$ cat src/sv/gbn_pkg.sv
package gbn_pkg;

  // Sequence numbers count modulo MAX_SEQUENCE + 1, which equals 2**SEQ_W.
  localparam int MAX_SEQUENCE = 7;
  localparam int PACKET_BYTES = 256;
  localparam int HDR_BYTES    = 7;
  localparam int ACK_LOOP_CAP = 7;
  localparam int RESEND_CAP   = 8;

  localparam int SEQ_W   = 3;
  localparam int CNT_W   = 4;
  localparam int BYTES_W = 9;
  localparam int STEP_W  = 4;

  typedef logic [SEQ_W-1:0]   seq_t;
  typedef logic [CNT_W-1:0]   cnt_t;
  typedef logic [BYTES_W-1:0] bytes_t;
  typedef logic [STEP_W-1:0]  step_t;

  // Event kinds on the input channel.
  localparam logic [2:0] KIND_PACKET     = 3'd0;
  localparam logic [2:0] KIND_LINK_READY = 3'd1;
  localparam logic [2:0] KIND_FRAME      = 3'd2;
  localparam logic [2:0] KIND_DATA_TMO   = 3'd3;
  localparam logic [2:0] KIND_ACK_TMO    = 3'd4;

  // Received frame types.
  localparam logic [1:0] FT_DATA = 2'd0;

  // Result actions.
  typedef enum logic [2:0] {
    ACT_SEND_DATA  = 3'd0,
    ACT_SEND_ACK   = 3'd1,
    ACT_DELIVER    = 3'd2,
    ACT_STOP_TIMER = 3'd3,
    ACT_STATUS     = 3'd4
  } action_t;

  // State update performed by a microcode step.
  typedef enum logic [2:0] {
    OP_NONE,
    OP_SEND_NEW,
    OP_SET_LINK,
    OP_DELIVER,
    OP_ACK_ONE,
    OP_LOAD_NTS,
    OP_RESEND,
    OP_SEND_ACK
  } op_t;

  // Jump conditions; the jump is taken when the condition holds.
  typedef enum logic [2:0] {
    COND_NEVER,
    COND_ALWAYS,
    COND_FULL,
    COND_BAD,
    COND_NO_MATCH,
    COND_ACK_DONE,
    COND_RESEND_DONE
  } cond_t;

  typedef struct packed {
    logic    emit;
    action_t act;
    op_t     op;
    cond_t   cond;
    step_t   target;
    logic    done;
  } ctrl_word_t;

  typedef struct packed {
    logic [2:0] kind;
    logic       frame_good;
    logic [1:0] frame_type;
    seq_t       frame_seq;
    seq_t       frame_ack_num;
    bytes_t     frame_bytes;
  } in_item_t;

  typedef struct packed {
    logic [2:0] action;
    seq_t       seq_out;
    seq_t       ack_out;
    bytes_t     payload_bytes;
    logic       network_enable;
    logic       last;
  } out_item_t;

  // Microcode step addresses.
  localparam step_t ST_PKT_CHECK  = 4'd0;
  localparam step_t ST_PKT_SEND   = 4'd1;
  localparam step_t ST_LINK       = 4'd2;
  localparam step_t ST_FRM_CHECK  = 4'd3;
  localparam step_t ST_FRM_MATCH  = 4'd4;
  localparam step_t ST_FRM_DELIV  = 4'd5;
  localparam step_t ST_ACK_TEST   = 4'd6;
  localparam step_t ST_ACK_STOP   = 4'd7;
  localparam step_t ST_RS_LOAD    = 4'd8;
  localparam step_t ST_RS_TEST    = 4'd9;
  localparam step_t ST_RS_SEND    = 4'd10;
  localparam step_t ST_ACK_TMO    = 4'd11;
  localparam step_t ST_STATUS     = 4'd12;

  function automatic ctrl_word_t cw(logic emit, action_t act, op_t op, cond_t cond,
                                    step_t target, logic done);
    ctrl_word_t w;
    w.emit   = emit;
    w.act    = act;
    w.op     = op;
    w.cond   = cond;
    w.target = target;
    w.done   = done;
    return w;
  endfunction

  // The control store: one word per step.
  function automatic ctrl_word_t ucode(step_t pc);
    ctrl_word_t w;
    unique case (pc)
      ST_PKT_CHECK: w = cw(1'b0, ACT_STATUS, OP_NONE, COND_FULL, ST_STATUS, 1'b0);
      ST_PKT_SEND:  w = cw(1'b1, ACT_SEND_DATA, OP_SEND_NEW, COND_ALWAYS, ST_STATUS, 1'b0);
      ST_LINK:      w = cw(1'b0, ACT_STATUS, OP_SET_LINK, COND_ALWAYS, ST_STATUS, 1'b0);
      ST_FRM_CHECK: w = cw(1'b0, ACT_STATUS, OP_NONE, COND_BAD, ST_STATUS, 1'b0);
      ST_FRM_MATCH: w = cw(1'b0, ACT_STATUS, OP_NONE, COND_NO_MATCH, ST_ACK_TEST, 1'b0);
      ST_FRM_DELIV: w = cw(1'b1, ACT_DELIVER, OP_DELIVER, COND_NEVER, ST_STATUS, 1'b0);
      ST_ACK_TEST:  w = cw(1'b0, ACT_STATUS, OP_NONE, COND_ACK_DONE, ST_STATUS, 1'b0);
      ST_ACK_STOP:  w = cw(1'b1, ACT_STOP_TIMER, OP_ACK_ONE, COND_ALWAYS, ST_ACK_TEST, 1'b0);
      ST_RS_LOAD:   w = cw(1'b0, ACT_STATUS, OP_LOAD_NTS, COND_NEVER, ST_STATUS, 1'b0);
      ST_RS_TEST:   w = cw(1'b0, ACT_STATUS, OP_NONE, COND_RESEND_DONE, ST_STATUS, 1'b0);
      ST_RS_SEND:   w = cw(1'b1, ACT_SEND_DATA, OP_RESEND, COND_ALWAYS, ST_RS_TEST, 1'b0);
      ST_ACK_TMO:   w = cw(1'b1, ACT_SEND_ACK, OP_SEND_ACK, COND_ALWAYS, ST_STATUS, 1'b0);
      default:      w = cw(1'b1, ACT_STATUS, OP_NONE, COND_NEVER, ST_STATUS, 1'b1);
    endcase
    return w;
  endfunction

  // Entry point of the program for each event kind.
  function automatic step_t dispatch(logic [2:0] kind);
    step_t s;
    unique case (kind)
      KIND_PACKET:     s = ST_PKT_CHECK;
      KIND_LINK_READY: s = ST_LINK;
      KIND_FRAME:      s = ST_FRM_CHECK;
      KIND_DATA_TMO:   s = ST_RS_LOAD;
      KIND_ACK_TMO:    s = ST_ACK_TMO;
      default:         s = ST_STATUS;
    endcase
    return s;
  endfunction

  function automatic seq_t seq_inc(seq_t x);
    return (x >= SEQ_W'(MAX_SEQUENCE)) ? '0 : x + SEQ_W'(1);
  endfunction

  // True when b lies in the circular window [a, c).
  function automatic logic in_window(seq_t a, seq_t b, seq_t c);
    return ((a <= b) && (b < c)) || ((a <= b) && (c < a)) || ((b < c) && (c < a));
  endfunction

endpackage

$ cat src/sv/go_back_n_link_control.sv
// Go-back-N link control, sender and receiver sequencing for one link.
// Input channel (in_valid/in_ready/in_data) carries one event per transfer:
// a packet from above, link ready, a checked received frame, a data
// timeout or an ACK timeout. Output channel (out_valid/out_ready/out_data)
// carries the ordered commands that the event causes, one per transfer,
// always closing with a status result that has last set.
// A small microcode program runs each event after a dispatch, one control
// word per cycle unless an emitting step waits for the output register.
// The longest program is a received frame that delivers a payload
// and then retires seven frames (deliver, then a test and a stop per frame).
// Results leave through a single output register; the next event is
// accepted as soon as the status result has been written into it.
// When the receiver stalls, any step that emits a result waits until the
// output register is free, and nothing is lost or repeated.
// Reset (rst_n low, synchronous) clears all sequence state, the link-ready
// flag and the output valid flag; in_ready stays low while rst_n is low.
module go_back_n_link_control (
  input  logic                 clk,
  input  logic                 rst_n,
  input  logic                 in_valid,
  output logic                 in_ready,
  input  gbn_pkg::in_item_t    in_data,
  output logic                 out_valid,
  input  logic                 out_ready,
  output gbn_pkg::out_item_t   out_data
);

  // Sequencer control.
  logic                busy_r, busy_nxt;
  gbn_pkg::step_t      pc_r, pc_nxt;
  gbn_pkg::cnt_t       cnt_r, cnt_nxt;
  gbn_pkg::in_item_t   ev_r;

  // Link state.
  gbn_pkg::seq_t       nts_r, nts_nxt;
  gbn_pkg::seq_t       ef_r, ef_nxt;
  gbn_pkg::seq_t       oldest_r, oldest_nxt;
  gbn_pkg::cnt_t       flight_r, flight_nxt;
  logic                link_r, link_nxt;

  // Output register.
  logic                out_valid_r, out_valid_nxt;
  gbn_pkg::out_item_t  out_data_r;
  gbn_pkg::out_item_t  res;

  gbn_pkg::ctrl_word_t word;
  logic                out_free;
  logic                go;
  logic                jump;
  logic                accept;
  gbn_pkg::bytes_t     pl;

  assign word     = gbn_pkg::ucode(pc_r);
  assign out_free = !out_valid_r || out_ready;
  assign go       = busy_r && (!word.emit || out_free);
  assign accept   = in_valid && in_ready;
  assign in_ready = rst_n && !busy_r;

  // Jump condition evaluation.
  always_comb begin
    unique case (word.cond)
      gbn_pkg::COND_NEVER:    jump = 1'b0;
      gbn_pkg::COND_ALWAYS:   jump = 1'b1;
      gbn_pkg::COND_FULL:     jump = flight_r >= gbn_pkg::CNT_W'(gbn_pkg::MAX_SEQUENCE);
      gbn_pkg::COND_BAD:      jump = !ev_r.frame_good;
      gbn_pkg::COND_NO_MATCH: jump = !((ev_r.frame_type == gbn_pkg::FT_DATA) &&
                                       (ev_r.frame_seq == ef_r));
      gbn_pkg::COND_ACK_DONE: jump = (flight_r == '0) ||
                                     !gbn_pkg::in_window(oldest_r, ev_r.frame_ack_num, nts_r) ||
                                     (cnt_r == gbn_pkg::CNT_W'(gbn_pkg::ACK_LOOP_CAP));
      gbn_pkg::COND_RESEND_DONE: jump = (cnt_r == gbn_pkg::CNT_W'(gbn_pkg::RESEND_CAP)) ||
                                        (cnt_r >= flight_r);
      default:                jump = 1'b0;
    endcase
  end

  // Delivered length: frame length less the header, clamped at both ends.
  always_comb begin
    if (ev_r.frame_bytes < gbn_pkg::BYTES_W'(gbn_pkg::HDR_BYTES)) begin
      pl = '0;
    end else if (ev_r.frame_bytes - gbn_pkg::BYTES_W'(gbn_pkg::HDR_BYTES) >
                 gbn_pkg::BYTES_W'(gbn_pkg::PACKET_BYTES)) begin
      pl = gbn_pkg::BYTES_W'(gbn_pkg::PACKET_BYTES);
    end else begin
      pl = ev_r.frame_bytes - gbn_pkg::BYTES_W'(gbn_pkg::HDR_BYTES);
    end
  end

  // Result built from the state before this step's update.
  always_comb begin
    res        = '0;
    res.action = word.act;
    unique case (word.act)
      gbn_pkg::ACT_SEND_DATA: begin
        res.seq_out = nts_r;
        res.ack_out = ef_r + gbn_pkg::SEQ_W'(gbn_pkg::MAX_SEQUENCE);
      end
      gbn_pkg::ACT_SEND_ACK: begin
        res.ack_out = ef_r + gbn_pkg::SEQ_W'(gbn_pkg::MAX_SEQUENCE);
      end
      gbn_pkg::ACT_DELIVER: begin
        res.payload_bytes = pl;
      end
      gbn_pkg::ACT_STOP_TIMER: begin
        res.seq_out = oldest_r;
      end
      gbn_pkg::ACT_STATUS: begin
        res.network_enable = (flight_r < gbn_pkg::CNT_W'(gbn_pkg::MAX_SEQUENCE)) && link_r;
        res.last           = 1'b1;
      end
      default: begin
        res = '0;
      end
    endcase
  end

  // Sequencer and datapath next state.
  always_comb begin
    busy_nxt   = busy_r;
    pc_nxt     = pc_r;
    cnt_nxt    = cnt_r;
    nts_nxt    = nts_r;
    ef_nxt     = ef_r;
    oldest_nxt = oldest_r;
    flight_nxt = flight_r;
    link_nxt   = link_r;
    if (accept) begin
      busy_nxt = 1'b1;
      pc_nxt   = gbn_pkg::dispatch(in_data.kind);
      cnt_nxt  = '0;
    end else if (go) begin
      if (word.done) begin
        busy_nxt = 1'b0;
      end else if (jump) begin
        pc_nxt = word.target;
      end else begin
        pc_nxt = pc_r + gbn_pkg::STEP_W'(1);
      end
      unique case (word.op)
        gbn_pkg::OP_NONE: begin
        end
        gbn_pkg::OP_SEND_NEW: begin
          flight_nxt = flight_r + gbn_pkg::CNT_W'(1);
          link_nxt   = 1'b0;
          nts_nxt    = gbn_pkg::seq_inc(nts_r);
        end
        gbn_pkg::OP_SET_LINK: begin
          link_nxt = 1'b1;
        end
        gbn_pkg::OP_DELIVER: begin
          ef_nxt = gbn_pkg::seq_inc(ef_r);
        end
        gbn_pkg::OP_ACK_ONE: begin
          flight_nxt = flight_r - gbn_pkg::CNT_W'(1);
          oldest_nxt = gbn_pkg::seq_inc(oldest_r);
          cnt_nxt    = cnt_r + gbn_pkg::CNT_W'(1);
        end
        gbn_pkg::OP_LOAD_NTS: begin
          nts_nxt = oldest_r;
        end
        gbn_pkg::OP_RESEND: begin
          link_nxt = 1'b0;
          nts_nxt  = gbn_pkg::seq_inc(nts_r);
          cnt_nxt  = cnt_r + gbn_pkg::CNT_W'(1);
        end
        gbn_pkg::OP_SEND_ACK: begin
          link_nxt = 1'b0;
        end
        default: begin
        end
      endcase
    end
  end

  // Output register valid: loaded by an emitting step, freed by a transfer.
  always_comb begin
    if (go && word.emit) begin
      out_valid_nxt = 1'b1;
    end else if (out_ready) begin
      out_valid_nxt = 1'b0;
    end else begin
      out_valid_nxt = out_valid_r;
    end
  end

  // Control and state registers.
  always_ff @(posedge clk) begin
    if (!rst_n) begin
      busy_r      <= 1'b0;
      pc_r        <= gbn_pkg::ST_STATUS;
      cnt_r       <= '0;
      nts_r       <= '0;
      ef_r        <= '0;
      oldest_r    <= '0;
      flight_r    <= '0;
      link_r      <= 1'b0;
      out_valid_r <= 1'b0;
    end else begin
      busy_r      <= busy_nxt;
      pc_r        <= pc_nxt;
      cnt_r       <= cnt_nxt;
      nts_r       <= nts_nxt;
      ef_r        <= ef_nxt;
      oldest_r    <= oldest_nxt;
      flight_r    <= flight_nxt;
      link_r      <= link_nxt;
      out_valid_r <= out_valid_nxt;
    end
  end

  // Payload registers.
  always_ff @(posedge clk) begin
    if (accept) begin
      ev_r <= in_data;
    end
    if (go && word.emit) begin
      out_data_r <= res;
    end
  end

  assign out_valid = out_valid_r;
  assign out_data  = out_data_r;

endmodule

$ cat config.mk
export PLATFORM = sky130hd
export DESIGN_NAME = go_back_n_link_control
export DESIGN_NICKNAME = d
export VERILOG_FILES = /design/src/sv/gbn_pkg.sv /design/src/sv/go_back_n_link_control.sv
export SDC_FILE = /design/constraint.sdc
export NUM_CORES = 1
export LEC_CHECK = 0
export BUFFER_PORTS_ARGS = -buffer_cell sky130_fd_sc_hd__buf_2
export CAP_MARGIN = 5
export CORE_MARGIN = 2
export CORE_UTILIZATION = 45
export DETAILED_ROUTE_END_ITERATION = 8
export HOLD_SLACK_MARGIN = 0.02
export PLACE_DENSITY = 0.64
export SYNTH_ARGS = -nofsm -noshare
export SYNTH_HDL_FRONTEND = slang
export SYNTH_SLANG_ARGS = --single-unit
$ cat constraint.sdc
create_clock -name clk -period 3.7 [get_ports clk]
set_clock_uncertainty 0.2 [all_clocks]
set_input_delay 0.37 -clock clk [delete_from_list [all_inputs] [get_ports clk]]
set_output_delay 0.37 -clock clk [all_outputs]
set_load 0.02 [all_outputs]
==> results of run 1 <==
## cell type report
class | count | area share (%)
clock buffer | 9 | 2.69
clock inverter | 7 | 1.77
inverter | 32 | 2.67
multi-input combinational | 268 | 38.8
sequential | 77 | 41.8
tap | 105 | 2.86
timing repair buffer | 67 | 9.41
## sequential cells by signal, indices dropped and copies added (netlist names)
register	count
out_valid	1
busy_r	1
pc_r	4
out_data	20
word	15
ef_r	3
cnt_r	4
link_r	1
flight_r	4
oldest_r	3
nts_r	3
ev_r	18
## power by group
group	internal (uW)	leakage [uW]	switching [uW]	total, uW
Clock	321	0.000101	336	657
Combinational	124	0.00104	181	304
Sequential	956	0.000679	43.3	999
## cells by family (layout without fill, tap and decap cells)
family,after synthesis,count (layout),synth area share (%)
multiplexers,3,3,0.776
buffers and inverters,39,115,4.17
AND/OR/NAND/NOR,138,138,17.4
AO/OA/AOI/OAI,77,77,13.7
XOR/XNOR,21,21,4.75
flip-flops,77,77,49.7
adder cells (fa/ha/maj),29,29,9.57
## final timing paths
kind	end	slack (ns)	cells after the start
min	out_valid	0.11	3
min reg2reg	busy_r	0.24	1
max reg2reg	word[4]	0.48	11
max	word[4]	0.48	11
## what timing repair did
item / 4_1_cts / 5_1_grt
endpoints found under the setup margin: 0 / 0
endpoints found under the hold margin: 18 / 0
hold buffers: 18 / 0
## layer usage
metal	GRT usage [%]	vias up	wire, um
li1	-	1503	-
met1	21.8	1341	3650
met2	27.8	66	3710
met3	4.91	17	358
met4	8.45	0	206
met5	0	-	0
## critical path: cells and delay by family, from the launching register on
| kind | cells | cell delay [ns] |
|---|---|---|
| buf+inv | 1 | 0.08 |
| flops | 1 | 0.41 |
| simple gates | 2 | 0.56 |
| fa+ha+maj | 2 | 0.64 |
| compound gates | 6 | 1.21 |
## metrics by stage
step,setup WS (ns),util [%],hold slack [ns]
after global placement,0.667,51.0,0.215
after global routing,0.231,55.7,0.115
after CTS,0.485,55.7,0.109
after detailed placement,0.500,51.0,0.223
final,0.481,55.7,0.113
after floorplan,0.497,-,0.196
## cells in the final DEF, fill, tap and decap left out, types with 3 or more instances in the layout
cell           count
or2_1              4
a31oi_1            7
nand3_1           15
a311oi_1           3
dfxtp_1           39
inv_1             30
dlygate4sd3_1     18
inv_6              3
ha_1              28
o21ai_0           11
nor2_1            45
clkbuf_8           9
a21oi_1           26
nor3_1            13
nor2b_1            5
and2_1             4
mux2i_1            3
nand2_1           26
nand2b_1           8
xnor2_1           16
buf_4              3
buf_2             46
a211oi_1           3
edfxtp_1          38
xor2_1             5
==> qor.yml, run 1 <==
status:
  status: "complete, no violations"
detailed_routing:
  drt-total-wl_um: 7920
  wire_per_inst_um: 14.0
  dr.pass1.iters: 6
  vias_per_cell: 5.18
  drc: 0
  ant_nets: 0
  vias: 2927
  drtIter0Drc: 155
floorplanning:
  start_util_pct: 46.9
  core-area_mm2: 0.00826
  design.die.area_mm2: 0.00936
  row_count: 33
  die_w_um: 96.7
  die_h_um: 96.7
  io_pins: 47
critical_path:
  crit_slowest_cell: "dfxtp_1"
  cp_max_fo: 6
  crit_path_start: "nts_r[2]"
  crit_path_end_kind: "register"
  cp_common_cell: "ha_1"
  worst_r2r_startpoint: "nts_r[2]"
  crit_chain: "inv_1 > ha_1 > a21oi_1 > o21ai_2 > a32oi_1 > o211a_1 > a31oi_1 > a21boi_2 > nand2_1 > ha_1 > or3_1"
  critPathLaunchType: "register"
  critical_path_class: "register to register"
  required_ns: 3.74
  slowest_delay_ns: 0.41
  cp.arrival_ns: 3.26
yosys:
  synth_area_per_cell_um2: 10.1
  synth_top_area_share_pct: 29.5
  synth_common_cells: "nor2_1, dfxtp_1, edfxtp_1"
  async_reset_ff_share_pct: 0
  synth_fp_nets: 438
  yosysTopAreaCell: "edfxtp_1"
  yosysWarnings: 0
  ys_seq_area_share_pct: 49.7
  synth-main-ff-cell: "dfxtp_1"
  synthMostInstantiatedCell: "nor2_1"
  netlist_area_mm2: 0.00387
  yosys.cell_types.count: 58
  synth.top_cells.by_area: "edfxtp_1, dfxtp_1, ha_1, nor2_1, xnor2_1"
  ys_ff_latch: 77
  synth_edf_count: 38
  syn_inst: 384
cells_and_area:
  final_nets: 509
  final_cells: 565
  multi_input_area_mm2: 0.00179
  num_antenna_cells: 0
  fill_cells: 746
  final_area_mm2: 0.00460
  area_delta_synth_final_pct: 18.9
  drive_gt1_share_pct: 17.4
  ff_latch_area_mm2: 0.00192
pwr:
  power_density_mw_per_mm2: 426
  irDropWorstVdd_mv: 0.233
  finalPower_uw: 1960
  leakage_uw: 0.00182
min_path:
  min_from: "out_ready"
  min_path_type: "primary input to register"
placed_design:
  dp_hpwl_um: 5720
  placed_cell_area_mm2: 0.00422
  gp_congestion: 0.931
  portBuffers: 46
  place_inst: 531
clock_network:
  cts_resized: 0
  cts_setup_buffers: 0
  cts_max_path_buffers: 2
  clk_latency_ns: 0.36
  cts_max_level: 3
  cts_buffers: 9
  cts_root_buf: "clkbuf_8"
  clock_sinks: 77
  tritoncts: "done"
  cts.clk_slew.worst_paths_ns: 0.08
global_routing:
  antenna_found_initial: 0
  grt_max_degree: 21
  grt_pass1_wl_um: 13000
  grt.total_usage_pct: 17.4
  grt_pass1_vias: 2768
  overflow: 0
sta:
  final_max_slew_viol_count: 0
  max_freq_ghz: 0.311
  rsz0062_at_grt: "no"
  hold_viol: 0
  finalCritPeriodShare_pct: 87.0
  finalSetupViolCount: 0
  post-route-min-period_ns: 3.22
  fin_tns_setup_ns: 0
  slew_headroom_pct: 37.4
  tightest_slew_ns: 0.938
flow_run:
  cap_violations: 0
Note: power is estimated with default switching activity, not from simulation.
==> run 2, diff against run 1 <==
Settings changed: ABC_AREA set to 1.
==> run 2 against run 1 <==
  * Utilization shrank 1.4 points
  * Synthesized cell count grew 17%
  * Sequential power is essentially flat
  * Register-to-register slack gained 0.04 ns
  * Wire length grew 3.6%
  * Critical path depth grew 5
  * Flip-flop and latch count is the same
  * Final area grew 1.9%
  * Combinational power grew 14%
  * Hold slack lost 0.039 ns
==> qor.yml, run 2 <==
status:
  status: "complete, no violations"
yosys:
  synth_edf_count: 38
  yosysTopAreaCell: "edfxtp_1"
  yosysWarnings: 0
  synth_common_cells: "nand2_1, inv_1, nor2_1"
  yosys.cell_types.count: 40
  ys_ff_latch: 77
  synth.top_cells.by_area: "edfxtp_1, dfxtp_1, ha_1, nand2_1, inv_1"
  async_reset_ff_share_pct: 0
  netlist_area_mm2: 0.00395
  synth_area_per_cell_um2: 8.81
  synth_top_area_share_pct: 28.9
  synthMostInstantiatedCell: "nand2_1"
  synth-main-ff-cell: "dfxtp_1"
  syn_inst: 449
  synth_fp_nets: 503
  ys_seq_area_share_pct: 48.6
critical_path:
  crit_path_end_kind: "register"
  worst_r2r_startpoint: "oldest_r[2]"
  cp.arrival_ns: 3.24
  cp_max_fo: 4
  critPathLaunchType: "register"
  r2r-end: "word[13]"
  critical_path_class: "register to register"
  reg2reg_depth: 16
  required_ns: 3.75
  r2r_slack_ns: 0.52
placed_design:
  portBuffers: 46
  gp_congestion: 0.870
  pre_cts_slack_ns: 0.539
  dp_hpwl_um: 6170
floorplanning:
  core-area_mm2: 0.00864
  io_pins: 47
  design.die.area_mm2: 0.00955
  start_util_pct: 45.8
  die_w_um: 97.7
  row_count: 34
  die_h_um: 97.7
clock_network:
  cts_max_level: 3
  tritoncts: "done"
  cts_buffers: 9
  clk_latency_ns: 0.36
  cts_max_path_buffers: 2
  clock_sinks: 77
  cts_root_buf: "clkbuf_8"
  cts_resized: 0
  cts_setup_buffers: 0
  hold_buffers: 18
  cts.clk_slew.worst_paths_ns: 0.08
sta:
  holdWs_ns: 0.0736
  finalWorstSetupSlack_ns: 0.516
  finalCritPeriodShare_pct: 86.0
  tightest_slew_ns: 0.821
  post-route-min-period_ns: 3.18
  max_freq_ghz: 0.314
  hold_viol: 0
  final_max_slew_viol_count: 0
  rsz0062_at_grt: "no"
  fin_tns_setup_ns: 0
  slew_headroom_pct: 45.2
  finalSetupViolCount: 0
cells_and_area:
  num_antenna_cells: 0
  final_common_cell: "nand2_1"
  drive_gt1_share_pct: 17.2
  largest_register_ff_count: 20
  final_cell_mix: "nand2_1, inv_1, buf_2, nor2_1, dfxtp_1"
  final_nets: 577
  fill_cells: 784
  area_delta_synth_final_pct: 18.6
  utilization_pct: 54.3
global_routing:
  grt_max_degree: 22
  overflow: 0
  grt.total_usage_pct: 18.4
  antenna_found_initial: 0
  grt_pass1_wl_um: 14000
  grt_pass1_vias: 3057
pwr:
  p_comb_share_pct: 17.7
  p_int_uw: 1350
  seq_power_share_pct: 50.9
  leakage_uw: 0.00204
  p_switching_uw: 622
  irDropWorstVdd_mv: 0.212
  sw_frac_of_total_pct: 31.6
  power_density_mw_per_mm2: 420
  clkPwrFrac_pct: 31.4
flow_run:
  cap_violations: 0
min_path:
  holdPathEnd: "busy_r"
  hold-path-cell-count: 3
  min_path_type: "primary input to register"
  min_from: "in_valid"
detailed_routing:
  wire_per_inst_um: 12.9
  vias: 3168
  ant_nets: 0
  drtIter0Drc: 115
  dr.pass1.iters: 4
  drt-total-wl_um: 8210
  drc: 0
  vias_per_cell: 4.98
run 2: routing by layer:
metal | GRT usage [%] | wire (um) | up-vias
met5 | 0 | 0 | -
met4 | 8.23 | 204 | 0
met3 | 3.01 | 224 | 18
met2 | 30.7 | 3910 | 60
met1 | 23.6 | 3870 | 1452
li1 | - | - | 1638
run 2: logic make-up (layout without fill, tap and decap cells):
kind of cell | Yosys count | count (layout) | share of synthesized area [%]
AO/OA/AOI/OAI | 74 | 74 | 11.6
XOR/XNOR | 10 | 10 | 2.22
adder cells (fa/ha/maj) | 29 | 29 | 9.37
buffers and inverters | 86 | 165 | 8.20
flip-flops | 77 | 77 | 48.6
AND/OR/NAND/NOR | 173 | 173 | 20.0
run 2: critical path, stage by stage (launching register included):
cell,delay [ns]
dfxtp_1,0.39
inv_1,0.11
ha_1,0.32
a21oi_1,0.15
nand2_1,0.08
a21oi_2,0.13
nand2_1,0.08
nand2_2,0.11
nand4_1,0.10
nand3_1,0.09
nand2_1,0.08
a21oi_1,0.29
inv_1,0.15
ha_1,0.23
or2_2,0.31
a21oi_1,0.16
a21oi_1,0.08
run 2: how the worst max path moves through the flow:
stage / endpoint / cells after the start / start / slack [ns]
floorplan: word[13] / 16 / oldest_r[2] / 0.88
global placement: word[13] / 20 / nts_r[2] / 0.65
detailed placement: word[13] / 18 / oldest_r[2] / 0.54
CTS: word[13] / 18 / oldest_r[2] / 0.53
global route: word[13] / 18 / nts_r[2] / 0.22
finish: word[13] / 16 / oldest_r[2] / 0.52
run 2: power groups by stage:
stage,clock network (uW),logic (uW),registers [uW]
after floorplan,0,215,1040
after global placement,0,329,1020
after detailed placement,0,334,1020
after CTS,632,350,1000
after global routing,675,393,1010
final,617,348,1000
run 2: cell type report:
cell class / instances / area [um2] / area share (%)
Sequential cell: 77 / 1920 / 41.0
Multi-Input combinational cell: 286 / 1710 / 36.4
Timing Repair Buffer: 66 / 425 / 9.07
Inverter: 83 / 312 / 6.64
Clock buffer: 9 / 124 / 2.64
Clock inverter: 7 / 63.8 / 1.36
Tap cell: 108 / 135 / 2.88
run 2: per-stage QoR:
step	total power (uW)	cells	instance area (um2)
after global placement	1350	602	4320
after floorplan	1250	449	3950
after CTS	1980	636	4690
after global routing	2080	636	4690
final	1970	636	4690
after detailed placement	1350	602	4320
==> run 3, diff against run 2 <==
Settings changed: CAP_MARGIN 5 to unset.
Clock period 3.7 ns to 3.53 ns, I/O delays scaled along.
==> run 3 against run 2 <==
  * Setup slack got worse by 0.12 ns
  * Critical path depth increased by 2
  * Non-clock buffer count unchanged
  * Flip-flop and latch count unchanged
  * Count of clock-buffer cells in the layout increased by 5
  * Wire length decreased by 0.41%
  * Clock power increased by 19%
  * Highest routed layer unchanged
==> qor.yml, run 3 (synthesis results as in run 2) <==
critical_path:
  reg2reg_depth: 18
  endpoint: "word[13]"
  critical_path_class: "register to register"
  r2r_slack_ns: 0.39
  r2r-end: "word[13]"
  worst_r2r_startpoint: "nts_r[2]"
  crit_path_end_kind: "register"
  required_ns: 3.57
  crit_path_start: "nts_r[2]"
  cp.arrival_ns: 3.17
  critPathLaunchType: "register"
  cp_max_fo: 4
status:
  status: "complete, no violations"
cells_and_area:
  drive_gt1_share_pct: 17.2
  largest_register_ff_count: 20
  area_delta_synth_final_pct: 19.8
  final_cells: 636
  final_nets: 577
  final_cell_mix: "nand2_1, inv_1, buf_2, nor2_1, dfxtp_1"
  num_antenna_cells: 0
  fill_cells: 776
  final_common_cell: "nand2_1"
  utilization_pct: 54.8
sta:
  rsz0062_at_grt: "no"
  finalSetupViolCount: 0
  fin_tns_setup_ns: 0
  max_freq_ghz: 0.319
  tightest_slew_ns: 0.859
  slew_headroom_pct: 42.7
  finalCritPeriodShare_pct: 88.9
  final_max_slew_viol_count: 0
  hold_viol: 0
  post-route-min-period_ns: 3.14
  finalWorstSetupSlack_ns: 0.393
detailed_routing:
  drtIter0Drc: 118
  vias_per_cell: 4.98
  drc: 0
  dr.pass1.iters: 5
  wire_per_inst_um: 12.9
  drt-total-wl_um: 8180
  ant_nets: 0
  vias: 3170
placed_design:
  gp_congestion: 0.968
  pre_cts_slack_ns: 0.413
  place_inst: 602
  portBuffers: 46
  dp_hpwl_um: 6150
global_routing:
  grt_max_degree: 22
  grt_pass1_vias: 3140
  grt.total_usage_pct: 18.1
  grt_pass1_wl_um: 13900
  overflow: 0
  antenna_found_initial: 0
floorplanning:
  design.die.area_mm2: 0.00955
  core-area_mm2: 0.00864
  io_pins: 47
  die_w_um: 97.7
  row_count: 34
  start_util_pct: 45.8
  die_h_um: 97.7
flow_run:
  cap_violations: 0
clock_network:
  cts_root_buf: "clkbuf_8"
  cts.clk_slew.worst_paths_ns: 0.08
  tritoncts: "done"
  cts_buffers: 9
  cts_max_level: 3
  cts_max_path_buffers: 2
  cts_setup_buffers: 0
  clock_sinks: 77
  clk_latency_ns: 0.35
  cts_resized: 0
pwr:
  leakage_uw: 0.00207
  power_density_mw_per_mm2: 454
  irDropWorstVdd_mv: 0.264
min_path:
  min_path_type: "primary input to register"
-- run 3: cell type report --
| class | instances | area [um2] | share of cell area (%) |
|---|---|---|---|
| clock buffers | 14 | 218 | 4.60 |
| inverters | 83 | 312 | 6.58 |
| multi-input cells | 286 | 1710 | 36.1 |
| flip-flops and latches | 77 | 1920 | 40.6 |
| repair buffers | 66 | 425 | 8.98 |
| clock inverters | 2 | 16.3 | 0.343 |
| well taps | 108 | 135 | 2.85 |
-- run 3: stage by stage --
step	area (um2)	hold WS, ns	total power, uW
after floorplan	3950	0.230	1320
after global placement	4320	0.266	1410
after detailed placement	4320	0.261	1420
after CTS	4740	0.0364	2160
after global routing	4740	0.0762	2260
final	4740	0.0442	2150
-- run 3: worst min-delay path by stage --
stage / start / cells past startpoint / slack [ns] / endpoint
2_1_floorplan: link_r / 2 / 0.23 / link_r
5_1_grt: in_valid / 3 / 0.08 / busy_r
4_1_cts: in_valid / 3 / 0.04 / busy_r
6_report: in_valid / 3 / 0.04 / busy_r
3_3_place_gp: link_r / 2 / 0.27 / link_r
3_5_place_dp: link_r / 2 / 0.26 / link_r
-- run 3: per-layer routing --
metal | part of all wire [%] | up-vias | GRT usage (%)
li1 | - | 1633 | -
met1 | 45 | 1434 | 21.9
met2 | 48 | 83 | 31.0
met3 | 4.4 | 20 | 4.65
met4 | 2.2 | 0 | 7.37
met5 | 0 | - | 0
-- run 3: critical path: stages (launching register included) --
cell and delay [ns]:
dfxtp_1 0.39, inv_1 0.11, ha_1 0.30, nand2_1 0.07
nand2_1 0.09, inv_1 0.07, nand2_1 0.06, a21oi_2 0.10
nand2_1 0.07, nand2_2 0.11, nand4_1 0.10, nand3_1 0.09
nand2_1 0.08, a21oi_1 0.28, inv_1 0.14, ha_1 0.22
or2_2 0.31, a21oi_1 0.14, a21oi_1 0.08
-- run 3: what timing repair did --
action	in CTS	in global routing
hold endpoints to repair	18	0
hold buffers	18	0
endpoints found under the setup margin	0	0
-- run 3: power by group --
part           switching, uW  internal, uW  total, uW  leakage, uW
sequential              38.3          1010       1050     0.000664
clock                    325           409        734     0.000118
combinational            237           130        368      0.00129
